## src/hdl/srl_pkg.sv

```systemverilog
// Package for the lag-55 subtractive generator: sizes, constants, state codes,
// the fold helper and the structs between the sequencer and the scaling unit.
// No dependencies.
package srl_pkg;

  localparam int TABLE_SIZE = 55;
  localparam int MIX_ROUNDS = 4;
  localparam int LAG_STEP   = 21;
  localparam int MIX_OFFSET = 30;
  localparam int FILL_STEPS = TABLE_SIZE - 1;

  localparam int ADDR_W  = $clog2(TABLE_SIZE + 1);
  localparam int ROUND_W = $clog2(MIX_ROUNDS + 1);
  localparam int DRAW_W  = 31;

  localparam logic [31:0] SEED_BASE = 32'd161803398;
  localparam logic [31:0] MAX_VALUE = 32'h7FFF_FFFF;

  typedef logic [ADDR_W-1:0] srl_addr_t;

  typedef enum logic [3:0] {
    ST_IDLE,
    ST_SEED,
    ST_FILL,
    ST_MIX_RD,
    ST_MIX_WR,
    ST_DRAW_RD,
    ST_DRAW_WR,
    ST_SCALE,
    ST_EMIT
  } srl_state_e;

  typedef struct packed {
    logic              start;
    logic              neg;
    logic [DRAW_W-1:0] mag;
    logic [DRAW_W-1:0] bound;
  } srl_scale_req_t;

  typedef struct packed {
    logic              done;
    logic [DRAW_W-1:0] quot;
  } srl_scale_rsp_t;

  // Fold a negative word up by 2^31-1.
  function automatic logic [31:0] fold_neg(logic [31:0] v);
    logic [31:0] r;
    r = v[31] ? (v + MAX_VALUE) : v;
    return r;
  endfunction

endpackage

```

## src/hdl/srl_scale.sv

```systemverilog
// Scaling unit: floor(mag*bound/(2^31-1)) with sign, three registered stages.
// Depends on srl_pkg for widths and the request/response structs.
module srl_scale (
  input  logic                    clk_i,
  input  logic                    rst_ni,
  input  srl_pkg::srl_scale_req_t req_i,
  output srl_pkg::srl_scale_rsp_t rsp_o
);

  localparam logic [31:0] TwoMax = {srl_pkg::MAX_VALUE[30:0], 1'b0};

  logic                       v1_q, v2_q, v3_q;
  logic [2*srl_pkg::DRAW_W-1:0] prod_q, prod_d;
  logic                       neg1_q, neg2_q;
  logic [srl_pkg::DRAW_W-1:0] hi_q;
  logic [31:0]                sum_q, sum_d;
  logic [srl_pkg::DRAW_W-1:0] corr;
  logic [srl_pkg::DRAW_W-1:0] quot;
  logic [srl_pkg::DRAW_W-1:0] quot_q, quot_d;

  assign prod_d = {{srl_pkg::DRAW_W{1'b0}}, req_i.mag} * {{srl_pkg::DRAW_W{1'b0}}, req_i.bound};

  // x = hi*2^31 + lo = hi*M + (hi + lo), and hi + lo never exceeds 2M.
  assign sum_d = {1'b0, prod_q[2*srl_pkg::DRAW_W-1:srl_pkg::DRAW_W]}
               + {1'b0, prod_q[srl_pkg::DRAW_W-1:0]};

  always_comb begin
    if (sum_q >= TwoMax) begin
      corr = srl_pkg::DRAW_W'(2);
    end else if (sum_q >= srl_pkg::MAX_VALUE) begin
      corr = srl_pkg::DRAW_W'(1);
    end else begin
      corr = '0;
    end
    quot   = hi_q + corr;
    quot_d = neg2_q ? ('0 - quot) : quot;
  end

  always_ff @(posedge clk_i or negedge rst_ni) begin
    if (!rst_ni) begin
      v1_q <= 1'b0;
      v2_q <= 1'b0;
      v3_q <= 1'b0;
    end else begin
      v1_q <= req_i.start;
      v2_q <= v1_q;
      v3_q <= v2_q;
    end
  end

  always_ff @(posedge clk_i) begin
    if (req_i.start) begin
      prod_q <= prod_d;
      neg1_q <= req_i.neg;
    end
    if (v1_q) begin
      hi_q   <= prod_q[2*srl_pkg::DRAW_W-1:srl_pkg::DRAW_W];
      sum_q  <= sum_d;
      neg2_q <= neg1_q;
    end
    if (v2_q) begin
      quot_q <= quot_d;
    end
  end

  assign rsp_o.done = v3_q;
  assign rsp_o.quot = quot_q;

endmodule

```

## config.mk

```make
export PLATFORM = sky130hd
export DESIGN_NAME = srl_scale
export DESIGN_NICKNAME = d
export VERILOG_FILES = /design/src/hdl/srl_pkg.sv /design/src/hdl/srl_scale.sv
export SDC_FILE = /design/constraint.sdc
export NUM_CORES = 2
export LEC_CHECK = 0
export ABC_AREA = 1
export BUFFER_PORTS_ARGS = -buffer_cell sky130_fd_sc_hd__buf_2
export CAP_MARGIN = 25
export CORE_MARGIN = 3
export CORE_UTILIZATION = 55
export CTS_CLUSTER_SIZE = 12
export DETAILED_ROUTE_END_ITERATION = 10
export HOLD_SLACK_MARGIN = 0.03
export PLACE_DENSITY = 0.7
export SYNTH_ARGS = -nofsm -noshare
export SYNTH_HDL_FRONTEND = slang
export SYNTH_SLANG_ARGS = --single-unit
```

## constraint.sdc

```tcl
create_clock -name clk_i -period 4.1 [get_ports clk_i]
set_input_delay 1.025 -clock clk_i [delete_from_list [all_inputs] [get_ports clk_i]]
set_output_delay 1.025 -clock clk_i [all_outputs]
set_load 0.02 [all_outputs]
```

==> out/metrics.cfg <==
[outcome]
status = complete, but fails checks
violations = negative setup slack

[setup_path]
critPathCaptureType = register
r2r_slack_ns = 0.47
timing.critical_path.mode_cell = fa_1
worst_setup_path_start_kind = input pin
critPathKind = input pin to register
critPathSlowestCell = fa_1
critical_path_required_ns = 4.29
critPathBufInv = 7
cp_data_arrival_time_ns = 7.18
crit_fanout = 8
cpPeakStageDelay_ns = 0.58
crit_family = adder cells

[clocking]
cts.sinks = 161
cts_tree = built
clk_pin_slew_worst_paths_ns = 0.07
h-tree-depth = 4
clk_latency_ns = 0.44
clockRootBuffer = clkbuf_16
postCtsHoldBufs = 0
ctsLongestPathBuffers = 2
cts_buffers = 17

[floorplanning]
die_w_microns = 280
die_h_microns = 280
start_util_pct = 56.0
core_sq_um = 73600
io_pins = 98
die_area_sq_um = 78200
rows = 99

[timing]
final_hold_viol_count = 0
max_slew_margin_pct = 38.1
finalClockSkew_ns = 0.0163
rsz0062_at_grt = true
setup_violations = 56
min_period_ns = 6.98
max_slew.worst_pin.slew_ns = 0.928
setup_ws_ns = -2.88
slew_violations = 0
min_period_over_period_pct = 170
fmax_mhz = 143

[hold_path]
worstHoldPathType = input pin to asynchronous set/reset pin

[global_route]
grt_max_degree = 45
grt_pass1_vias = 36900
grt_pass1_wl_microns = 190000
grtUsageTotal_pct = 31.0
overflow = 0
antenna_found_initial = 3

[synthesis]
synth.top_cell.area_share_pct = 40.8
synth.most_common_cell = inv_1
yosys_warnings = 0
synth_area_leader_cell = fa_1
ys_seq_elements = 161
ys_types = 46
synth.cell_area_sq_um = 41200
yosys-top-cells-area = fa_1 41%, inv_1 14%, nand2_1 13%
synthTopCellsByCount = 1488 x inv_1, 1420 x nand2_1, 839 x fa_1, 289 x ha_1, 220 x nor2_1
syn_inst = 5166
async_flop_share_pct = 1.86
ys_seq_area_share_pct = 11.7
dominantRegCellSynth = edfxtp_1
synth_area_per_cell_sq_um = 7.97
synth_nets = 6360
synth_edf_count = 158

[route]
wl_per_cell_microns = 18.5
drc = 0
num_vias = 35000
postRouteAntennaNets = 0
drtIter0Drc = 2666
totalWireLength_microns = 123000
vias_per_cell = 5.29
drt_pre_antenna_iters = 7

[final_layout]
syn_to_final_growth_pct = 26.7
drive_above_1_share_pct = 24.4
final_nets = 6844

[place]
pre_cts_slack_ns = -3.59
port_buffers = 97
dp_hpwl_microns = 97300
gp_congestion = 0.975

[job]
maxCapViolations = 0

sequential cells by signal, indices dropped and copies added (netlist names):
name	count
v2_q	1
hi_q	31
prod_q	62
neg2_q	1
neg1_q	1
sum_q	32
quot_q	31
v1_q	1
v3_q	1
worst register-to-register path, delay by kind of cell, from the launching register on:
kind                     cells  cell delay (ns)
flip-flops                   1             0.33
adder cells (fa/ha/maj)      2             0.68
buffers and inverters        1             0.07
AND/OR/NAND/NOR             18             2.27
cell families after synthesis:
family,after synthesis,synth area share (%)
and+or+nand+nor,1835,17.7
DFF,161,11.7
buffers and inverters,1687,15.4
AOI/OAI and AO/OA,262,3.59
xor gates and xnor gates,93,2.01
adders and majority gates,1128,49.6
final cells by class:
class | instances | area (sq um)
Antenna cell | 2 | 5.00
Clock buffer | 17 | 425
Clock inverter | 15 | 174
Fill cell | 5524 | 21400
Inverter | 1494 | 5620
Multi-Input combinational cell | 3318 | 33400
Sequential cell | 161 | 4820
Tap cell | 959 | 1200
Timing Repair Buffer | 658 | 6600
routing by layer:
| metal | vias up | GRT usage [%] | wire length [microns] |
|---|---|---|---|
| li1 | 15800 | - | - |
| met1 | 17200 | 40.2 | 46900 |
| met2 | 1557 | 52.4 | 59000 |
| met3 | 394 | 5.20 | 10400 |
| met4 | 0 | 11.9 | 6220 |
| met5 | - | 0 | 0 |
layout by cell type (no fill, tap or decap), types with 11 or more instances in the layout:
cell type / instances
a21oi_1: 55
a21oi_2: 28
a21oi_4: 26
a31oi_1: 11
buf_12: 68
buf_16: 14
buf_2: 45
buf_4: 402
buf_6: 104
buf_8: 16
clkbuf_16: 23
edfxtp_1: 158
fa_1: 759
fa_2: 80
ha_1: 223
ha_4: 63
inv_1: 1356
inv_2: 133
nand2_1: 1288
nand2_2: 84
nand2_4: 62
nand3_1: 78
nand3_2: 17
nand4_1: 33
nor2_1: 137
nor2_2: 36
nor2_4: 61
nor3_1: 12
o21ai_0: 37
o21ai_1: 11
o21ai_2: 18
o21ai_4: 14
xnor2_1: 25
xor2_1: 51
xor2_2: 13
through the flow:
stage                     cell area [sq um]  hold slack, ns  cells  util (%)  TNS, ns
after floorplan                       42900           0.400   5166         -  -128.03
after global placement                47000           0.403   6486      63.8  -177.94
after detailed placement              47000           0.410   6486      63.8  -179.86
after CTS                             50500           0.358   6583      68.6  -133.23
after global routing                  52200           0.356   6623      70.9  -150.16
final                                 52200           0.367   6624      70.9  -142.49
path summary, 6_finish.rpt:
kind,start,endpoint,depth (start not counted)
min in group clk_i,neg1_q,neg2_q,0
worst min register to register,neg1_q,neg2_q,0
worst min-delay path,rst_ni,v2_q,1
max in group asynchronous,rst_ni,v1_q,1
worst max-delay path,req_i[44],prod_q[42],25
worst max register to register,sum_q[1],quot_q[27],21
what timing repair did:
item | in CTS | in global routing
pin swaps | 175 | 219
cloned | 13 | 6
gates resized for setup | 582 | 356
setup buffers | 53 | 40
setup endpoints to repair | 57 | 58
Power is left out: the tool's default activity adds up to more than one toggle a clock period on the data nets, which glitch-free logic cannot reach.
